## src/rtl/core/key_press_edge_capture_top_assert.svh

```systemverilog
// Assertion macros shared by the key press edge capture RTL.
`ifndef KEY_PRESS_EDGE_CAPTURE_TOP_ASSERT_SVH
`define KEY_PRESS_EDGE_CAPTURE_TOP_ASSERT_SVH

// Same-cycle implication, checked on the rising clock edge outside reset.
`define KPEC_ASSERT_NOW(lbl, clk, rst_n, ante, cons, msg) \
    lbl: assert property (@(posedge clk) disable iff (!rst_n) (ante) |-> (cons)) \
        else $error(msg);

// Next-cycle implication, checked on the rising clock edge outside reset.
`define KPEC_ASSERT_NEXT(lbl, clk, rst_n, ante, cons, msg) \
    lbl: assert property (@(posedge clk) disable iff (!rst_n) (ante) |=> (cons)) \
        else $error(msg);

`endif

```

## src/rtl/core/kpec_pkg.sv

```systemverilog
// Package with request codes, scan result type and the take-first search order.
package kpec_pkg;

    localparam int KEY_COUNT  = 256;
    localparam int WORD_KEYS  = 32;
    localparam int WORD_COUNT = KEY_COUNT / WORD_KEYS;

    localparam logic [1:0] REQ_WRITE = 2'd0;
    localparam logic [1:0] REQ_CLEAR = 2'd1;
    localparam logic [1:0] REQ_TAKE  = 2'd2;
    localparam logic [1:0] REQ_QUERY = 2'd3;

    typedef struct packed {
        logic       hit;
        logic [7:0] key;
    } t_scan_res;

    // Maps a position in the search order to its key code. The last
    // position holds key 0, which is never searched.
    function automatic logic [7:0] order_key(input logic [7:0] pos);
        logic [7:0] j;
        logic [7:0] k;
        begin
            j = pos - 8'd6;
            if (pos < 8'd6) begin
                k = 8'hA0 + pos;
            end else if (pos >= 8'd255) begin
                k = 8'h00;
            end else if (pos >= 8'd252) begin
                k = 8'h10 + (pos - 8'd252);
            end else if (j < 8'd15) begin
                k = j + 8'd1;
            end else if (j < 8'd156) begin
                k = j + 8'd4;
            end else begin
                k = j + 8'd10;
            end
            return k;
        end
    endfunction

endpackage

```

## src/rtl/core/kpec_scan.sv

```systemverilog
// Shared priority search unit: finds the first set bit of one 32-position chunk.
module kpec_scan (
    input  logic [31:0]         i_chunk,
    input  logic [2:0]          i_base,
    output kpec_pkg::t_scan_res o_res
);
    import kpec_pkg::*;

    logic [4:0] idx;

    // Lowest set bit wins, since lower positions come first in the order.
    always_comb begin
        idx = 5'd0;
        for (int i = 31; i >= 0; i--) begin
            if (i_chunk[i]) begin
                idx = 5'(i);
            end
        end
    end

    assign o_res.hit = |i_chunk;
    assign o_res.key = order_key({i_base, idx});

endmodule

```

## src/rtl/core/kpec_snap.sv

```systemverilog
// Snapshot store of down flags, eight words of 32 keys, with rising-edge detect.
module kpec_snap (
    input  logic        i_clk,
    input  logic        i_rst_n,
    input  logic        i_wr_en,
    input  logic [2:0]  i_addr,
    input  logic [63:0] i_bits,
    input  logic [4:0]  i_bit_sel,
    output logic [31:0] o_rise,
    output logic        o_down
);
    import kpec_pkg::*;

    logic [31:0] r_down [WORD_COUNT];
    logic [31:0] new_down;
    logic [31:0] rd_word;

    // Only the low bit of each pair is ever read, so only that bit is kept.
    always_comb begin
        for (int i = 0; i < WORD_KEYS; i++) begin
            new_down[i] = i_bits[2 * i];
        end
    end

    assign rd_word = r_down[i_addr];
    assign o_rise  = new_down & ~rd_word;
    assign o_down  = rd_word[i_bit_sel];

    always_ff @(posedge i_clk) begin
        if (!i_rst_n) begin
            for (int w = 0; w < WORD_COUNT; w++) begin
                r_down[w] <= '0;
            end
        end else if (i_wr_en) begin
            r_down[i_addr] <= new_down;
        end
    end

endmodule

```

## src/rtl/core/key_press_edge_capture_top.sv

```systemverilog
// Top level of the key press edge capture block: sequencer, pending map and ports.
//
// Usage. A request word is accepted on a rising edge with start high and busy
// low. Its fields are the request type, the snapshot word index, the 64-bit
// snapshot word and the key to query. Every accepted word gives exactly one
// result word on o_found_key and o_key_is_down, shown for one cycle with
// o_valid high; the receiver cannot hold it off and must take it then.
// Snapshot writes, begin-capture and down queries answer in the cycle after
// acceptance and busy stays low, so such words may follow each other in
// every cycle. Take-first walks the 256-position search order in eight
// chunks of 32 through one shared priority search unit, one chunk per cycle,
// with busy high meanwhile; the result appears on the cycle after the chunk
// that holds the first pending key (or after the eighth chunk when nothing is
// pending).
// The ready register is written through its own channel (i_cfg_valid,
// o_cfg_ready, i_cfg_data); o_cfg_ready is always high. While it is zero,
// every request word is ignored and returns zeros.
// Synchronous active-low reset clears the snapshot, the pending map, the
// ready register and the sequencer; no clearing pass is needed afterwards.
module key_press_edge_capture_top (
    input  logic        i_clk,
    input  logic        i_rst_n,
    input  logic        start,
    output logic        busy,
    input  logic [1:0]  i_req_type,
    input  logic [2:0]  i_word_index,
    input  logic [63:0] i_key_bits,
    input  logic [7:0]  i_query_key,
    output logic        o_valid,
    output logic [7:0]  o_found_key,
    output logic        o_key_is_down,
    input  logic        i_cfg_valid,
    output logic        o_cfg_ready,
    input  logic        i_cfg_data
);
    import kpec_pkg::*;

`include "key_press_edge_capture_top_assert.svh"

    localparam logic ST_IDLE = 1'b0;
    localparam logic ST_SCAN = 1'b1;

    logic                 r_state, n_state;
    logic [2:0]           r_cnt, n_cnt;
    logic [KEY_COUNT-1:0] r_pend, n_pend;
    logic                 r_ready;
    logic                 r_valid, n_valid;
    logic [7:0]           r_found, n_found;
    logic                 r_down, n_down;

    logic                 accept;
    logic [KEY_COUNT-1:0] order_vec;
    logic [31:0]          chunk;
    t_scan_res            scan_res;
    logic [2:0]           snap_addr;
    logic                 snap_wr;
    logic [31:0]          snap_rise;
    logic                 snap_down;

    assign accept      = start && (r_state == ST_IDLE);
    assign busy        = (r_state != ST_IDLE);
    assign o_cfg_ready = 1'b1;

    // The snapshot has one read port: queries use the key's word, writes
    // use the word being replaced.
    assign snap_addr = (i_req_type == REQ_QUERY) ? i_query_key[7:5] : i_word_index;
    assign snap_wr   = accept && r_ready && (i_req_type == REQ_WRITE);

    kpec_snap u_snap (
        .i_clk     (i_clk),
        .i_rst_n   (i_rst_n),
        .i_wr_en   (snap_wr),
        .i_addr    (snap_addr),
        .i_bits    (i_key_bits),
        .i_bit_sel (i_query_key[4:0]),
        .o_rise    (snap_rise),
        .o_down    (snap_down)
    );

    // The pending map rearranged into search order. This is pure wiring;
    // the last position is key 0, which the search never takes.
    generate
        for (genvar p = 0; p < KEY_COUNT - 1; p++) begin : g_order
            assign order_vec[p] = r_pend[order_key(8'(p))];
        end
    endgenerate
    assign order_vec[KEY_COUNT-1] = 1'b0;

    assign chunk = order_vec[{r_cnt, 5'd0} +: WORD_KEYS];

    kpec_scan u_scan (
        .i_chunk (chunk),
        .i_base  (r_cnt),
        .o_res   (scan_res)
    );

    always_comb begin
        n_state = r_state;
        n_cnt   = r_cnt;
        n_pend  = r_pend;
        n_valid = 1'b0;
        n_found = 8'd0;
        n_down  = 1'b0;
        case (r_state)
            ST_IDLE: begin
                if (accept) begin
                    if (!r_ready) begin
                        n_valid = 1'b1;
                    end else begin
                        case (i_req_type)
                            REQ_WRITE: begin
                                n_pend[{i_word_index, 5'd0} +: WORD_KEYS] =
                                    r_pend[{i_word_index, 5'd0} +: WORD_KEYS] | snap_rise;
                                n_valid = 1'b1;
                            end
                            REQ_CLEAR: begin
                                n_pend  = '0;
                                n_valid = 1'b1;
                            end
                            REQ_TAKE: begin
                                n_state = ST_SCAN;
                                n_cnt   = 3'd0;
                            end
                            REQ_QUERY: begin
                                n_down  = snap_down;
                                n_valid = 1'b1;
                            end
                            default: begin
                                n_valid = 1'b1;
                            end
                        endcase
                    end
                end
            end
            ST_SCAN: begin
                if (scan_res.hit) begin
                    n_pend[scan_res.key] = 1'b0;
                    n_found = scan_res.key;
                    n_valid = 1'b1;
                    n_state = ST_IDLE;
                end else if (r_cnt == 3'(WORD_COUNT - 1)) begin
                    n_valid = 1'b1;
                    n_state = ST_IDLE;
                end else begin
                    n_cnt = r_cnt + 3'd1;
                end
            end
            default: begin
                n_state = ST_IDLE;
            end
        endcase
    end

    always_ff @(posedge i_clk) begin
        if (!i_rst_n) begin
            r_state <= ST_IDLE;
            r_cnt   <= 3'd0;
            r_pend  <= '0;
            r_ready <= 1'b0;
            r_valid <= 1'b0;
            r_found <= 8'd0;
            r_down  <= 1'b0;
        end else begin
            r_state <= n_state;
            r_cnt   <= n_cnt;
            r_pend  <= n_pend;
            r_valid <= n_valid;
            r_found <= n_found;
            r_down  <= n_down;
            if (i_cfg_valid && o_cfg_ready) begin
                r_ready <= i_cfg_data;
            end
        end
    end

    assign o_valid       = r_valid;
    assign o_found_key   = r_found;
    assign o_key_is_down = r_down;

    // A result is only shown once the sequencer is back in idle.
    `KPEC_ASSERT_NOW(a_valid_not_busy, i_clk, i_rst_n, r_valid, !busy, "result while busy")
    // Any accepted word that does not start a search answers next cycle.
    `KPEC_ASSERT_NEXT(a_single_cycle, i_clk, i_rst_n,
        accept && !(r_ready && (i_req_type == REQ_TAKE)), r_valid, "missing result")
    // Payload is zero outside the result strobe.
    `KPEC_ASSERT_NOW(a_quiet_payload, i_clk, i_rst_n,
        !r_valid, (r_found == 8'd0) && !r_down, "payload outside strobe")
    // A search ends no later than the last chunk.
    `KPEC_ASSERT_NEXT(a_scan_bound, i_clk, i_rst_n,
        (r_state == ST_SCAN) && (r_cnt == 3'(WORD_COUNT - 1)), r_state == ST_IDLE,
        "search overran")
    // A found key has its pending bit cleared.
    `KPEC_ASSERT_NOW(a_found_cleared, i_clk, i_rst_n,
        r_valid && (r_found != 8'd0), !r_pend[r_found], "found key still pending")

endmodule
```

## config.mk

```make
export PLATFORM = sky130hd
export DESIGN_NAME = key_press_edge_capture_top
export DESIGN_NICKNAME = d
export VERILOG_FILES = /design/src/rtl/core/kpec_pkg.sv /design/src/rtl/core/kpec_scan.sv /design/src/rtl/core/kpec_snap.sv /design/src/rtl/core/key_press_edge_capture_top.sv
export VERILOG_INCLUDE_DIRS = /design/src /design/src/rtl/core
export SDC_FILE = /design/constraint.sdc
export NUM_CORES = 2
export LEC_CHECK = 0
export BUFFER_PORTS_ARGS = -buffer_cell sky130_fd_sc_hd__buf_4
export CAP_MARGIN = 40
export CORE_MARGIN = 2
export CORE_UTILIZATION = 35
export DETAILED_ROUTE_END_ITERATION = 8
export PLACE_DENSITY = 0.56
export SLEW_MARGIN = 20
export SYNTH_ARGS = -nofsm -noshare
export SYNTH_HDL_FRONTEND = slang
export SYNTH_SLANG_ARGS = --single-unit
```

## constraint.sdc

```tcl
create_clock -name i_clk -period 7.19 [get_ports i_clk]
set_input_delay 1.438 -clock i_clk [delete_from_list [all_inputs] [get_ports i_clk]]
set_output_delay 1.438 -clock i_clk [all_outputs]
set_load 0.005 [all_outputs]
```

==> run_results.csv <==
group,metric,value,unit
global_route,grt_start_max_net_pins,140,
placed_design,dp_hpwl,88300,um
sta,finClkSkew,0.0220,ns
worst_setup_path,critPathArrivalTime,7.35,ns
synthesis,synth_cell_types,99,
clock_network,postCtsHoldBufs,0,
final_layout,instances_no_fill,4880,
route,drt_wl_total,136000,um
final_layout,design_area,37500,um2
synthesis,yosysWarnings,0,
pwr,swShare,29.2,%
sta,min_period,6.84,ns
clock_network,cts_setup_buffers,0,
worst_setup_path,crit_type,"reg -> reg",
clock_network,cts_tree,"done",
clock_network,path_clk_slew,0.06,ns
synthesis,synthCells,3613,
global_route,grtUsageTotal,27.7,%
route,dr.pass1.iters,7,
sta,hold_viol,0,
sta,setup_viol,0,
hold_path,hold_class,"reg -> reg",
floorplan,die_w,310,um
global_route,grt_first_pass_wirelength,197000,um
pwr,pwr-share-seq,41.3,%
final_layout,final_cell_mix,"865 x nand2_1, 274 x and2_1, 268 x dfxtp_1",
global_route,grt_util_met2,43.0,%
sta,finalMaxSlewViolations,0,
clock_network,clock_latency,0.67,ns
final_layout,multi_input_area,18200,um2
sta,slew_headroom,39.1,%
synthesis,avgSynthCellArea,9.08,um2
synthesis,synth_area,32800,um2
synthesis,synth_edf_count,256,
synthesis,yosysSeqAreaShare,40.0,%
sta,worst_slew_pin_slew,0.904,ns
floorplan,core_area,93200,um2
worst_setup_path,critical_path.top_delay_family,"compound AO/OA/AOI/OAI gates",
pwr,clkPwrFrac,42.5,%
placed_design,dpl_cell_area,35300,um2
placed_design,port_buffers,60,
synthesis,yosys-top-cells-area,"edfxtp_1 23%, dfxtp_1 17%, nand2_1 9.9%, mux4_2 7.3%, a41oi_1 6.8%",
sta,setup_ws,0.346,ns
global_route,grtUsageMet3,5.97,%
synthesis,syn_nets,3710,
floorplan,die-area,96200,um2
clock_network,cts-root-buf,"clkbuf_16",
pwr,vdd_drop_max,203,uV
final_layout,area_growth,14.2,%
worst_setup_path,cp.required,7.70,ns
pwr,total_power,7.76,mW
global_route,grt_pass1_vias,28000,
synthesis,async_reset_ff_share,0,%
sta,max_freq,146,MHz
clock_network,cts.htree.levels,2,
route,ant_nets,0,
outcome,status,"finished, final reports clean",
synthesis,synth.top_cell.area_share,23.4,%
pwr,p_leak,13.1,nW
placed_design,dp.cells,4761,
global_route,grt-busiest-layer,"met2",
synthesis,yosysTopAreaCell,"edfxtp_1",
pwr,pwr_density_cell,207,nW/um2
sta,rsz0062_at_grt,"false",
floorplan,initial_utilization,35.2,%
placed_design,pre_cts_slack,0.564,ns
floorplan,io_pins,94,
synthesis,synth_flop_cell,"dfxtp_1",
global_route,grt_antenna_before_repair,4,
worst_setup_path,cpMaxStageDelayCell,"o21ai_0",
final_layout,ff_latch_area,13100,um2
pwr,p_sw,2.27,mW
pwr,p_int,5.49,mW
route,post_drt_wl_per_cell,27.9,um
final_layout,drive_gt1_share,15.9,%
global_route,use_met1,36.2,%
sta,fin_setup_tns,0,ns
worst_setup_path,cp_slowest_stage_delay,0.76,ns
clock_network,cts_buffer_depth,3,
synthesis,ys_ff_latch,527,
clock_network,cts_resized,0,
floorplan,die_y,310,um
clock_network,clock-sinks,527,
pwr,combinationalPowerShare,16.1,%
placed_design,gp_congestion,0.965,
final_layout,fin_nets,3670,
run,cap_violations,0,
route,viasPerCell,6.20,
route,drcViolationCount,0,
floorplan,placementRows,112,
global_route,overflow,0,
route,dr.first_iter.drc_count,4565,
worst_setup_path,start_kind,"flop",
worst_setup_path,cp.buffers_inverters,2,
worst_setup_path,critical_path.max_fanout,64,
final_layout,final_common_cell,"nand2_1",
worst_setup_path,end_kind,"flop",
sta,fin_crit_sh,95.2,%
route,vias,30200,
final_layout,n_fill_cell,9118,
worst_setup_path,crit_chain,"buf_4, or2_2, o21ai_0, or2_2, o2111ai_1, o211ai_1, nand2b_1, ha_1, nor4_1, a221oi_4, xnor2_1, nand3_1, o221a_2, a2111oi_2, mux2_2, a221oi_4, buf_12, a41oi_1",
clock_network,cts_buffers,59,
==> final timing paths <==
| check | startpoint | endpoint | slack (ns) | cells past startpoint |
|---|---|---|---|---|
| setup / recovery | r_cnt[2]$_SDFFE_PN0P_ | r_pend[128]$_SDFFE_PN0P_ | 0.35 | 18 |
| hold / removal | r_cnt[1]$_SDFFE_PN0P_ | r_cnt[1]$_SDFFE_PN0P_ | 0.57 | 2 |
| setup reg to reg | r_cnt[2]$_SDFFE_PN0P_ | r_pend[128]$_SDFFE_PN0P_ | 0.35 | 18 |
| hold reg to reg | r_cnt[1]$_SDFFE_PN0P_ | r_cnt[1]$_SDFFE_PN0P_ | 0.57 | 2 |
==> power groups by stage <==
stage	clock, mW	sequential (mW)	combinational, mW
2_1_floorplan	0	3.27	0.715
3_3_place_gp	0	3.27	1.19
3_5_place_dp	0	3.27	1.22
4_1_cts	3.33	3.21	1.22
5_1_grt	3.42	3.21	1.31
6_report	3.30	3.21	1.25
==> metrics by stage <==
stage	utilization, %	hold slack, ns
2_1_floorplan	-	0.477
3_3_place_gp	37.5	0.554
3_5_place_dp	37.9	0.550
4_1_cts	40.1	0.567
5_1_grt	40.2	0.587
6_report	40.2	0.566
==> cell usage after synthesis (all sizes together), types with 9 or more instances <==
library cell  instances
nand2               865
and2                279
dfxtp               271
a41oi               256
edfxtp              256
clkbuf              241
nand3               205
a22o                192
o21ai               119
nor2                115
buf                 106
mux4                106
nand2b               88
mux2i                77
inv                  50
nor3                 42
a21oi                36
o22ai                32
mux2                 22
nor4                 22
a221oi               15
ha                   15
and3                 14
nor3b                14
nor2b                13
a211oi               12
a22oi                10
or2                  10
nand4                 9
==> cells by family after synthesis <==
family | Yosys count | synth area share (%)
adders and majority gates | 15 | 0.572
buffers and inverters | 397 | 5.20
other | 1 | 0.0114
AOI/OAI and AO/OA | 754 | 18.5
and+or+nand+nor | 1705 | 25.1
xor gates and xnor gates | 9 | 0.297
muxes | 205 | 10.4
DFF | 527 | 40.0
==> sequential cells by signal, indices dropped and copies added, names as in the netlist <==
name           cells
r_pend           256
r_cnt              3
o_found_key        8
o_valid            1
busy               1
r_ready            1
o_key_is_down      1
u_snap.r_down    256
==> worst min-delay path, delay by kind of cell (launching register included) <==
| kind | cells | cell delay [ns] |
|---|---|---|
| simple gates | 1 | 0.08 |
| flops | 1 | 0.37 |
| compound gates | 1 | 0.08 |
==> per-layer routing <==
layer  part of all wire (%)  vias to the layer above
li1                       -                    13200
met1                     39                    14800
met2                     45                     1831
met3                     10                      421
met4                    5.8                        2
met5                 0.0095                        -
==> layout make-up <==
class | count | share of cell area, %
multi-input combinational | 2689 | 48.5
sequential | 527 | 35.0
timing repair buffer | 246 | 6.17
clock buffer | 85 | 4.63
tap | 1254 | 4.19
clock inverter | 26 | 0.955
inverter | 50 | 0.501
antenna | 3 | 0.0200
No activity file was read; power rests on OpenSTA's default activity.
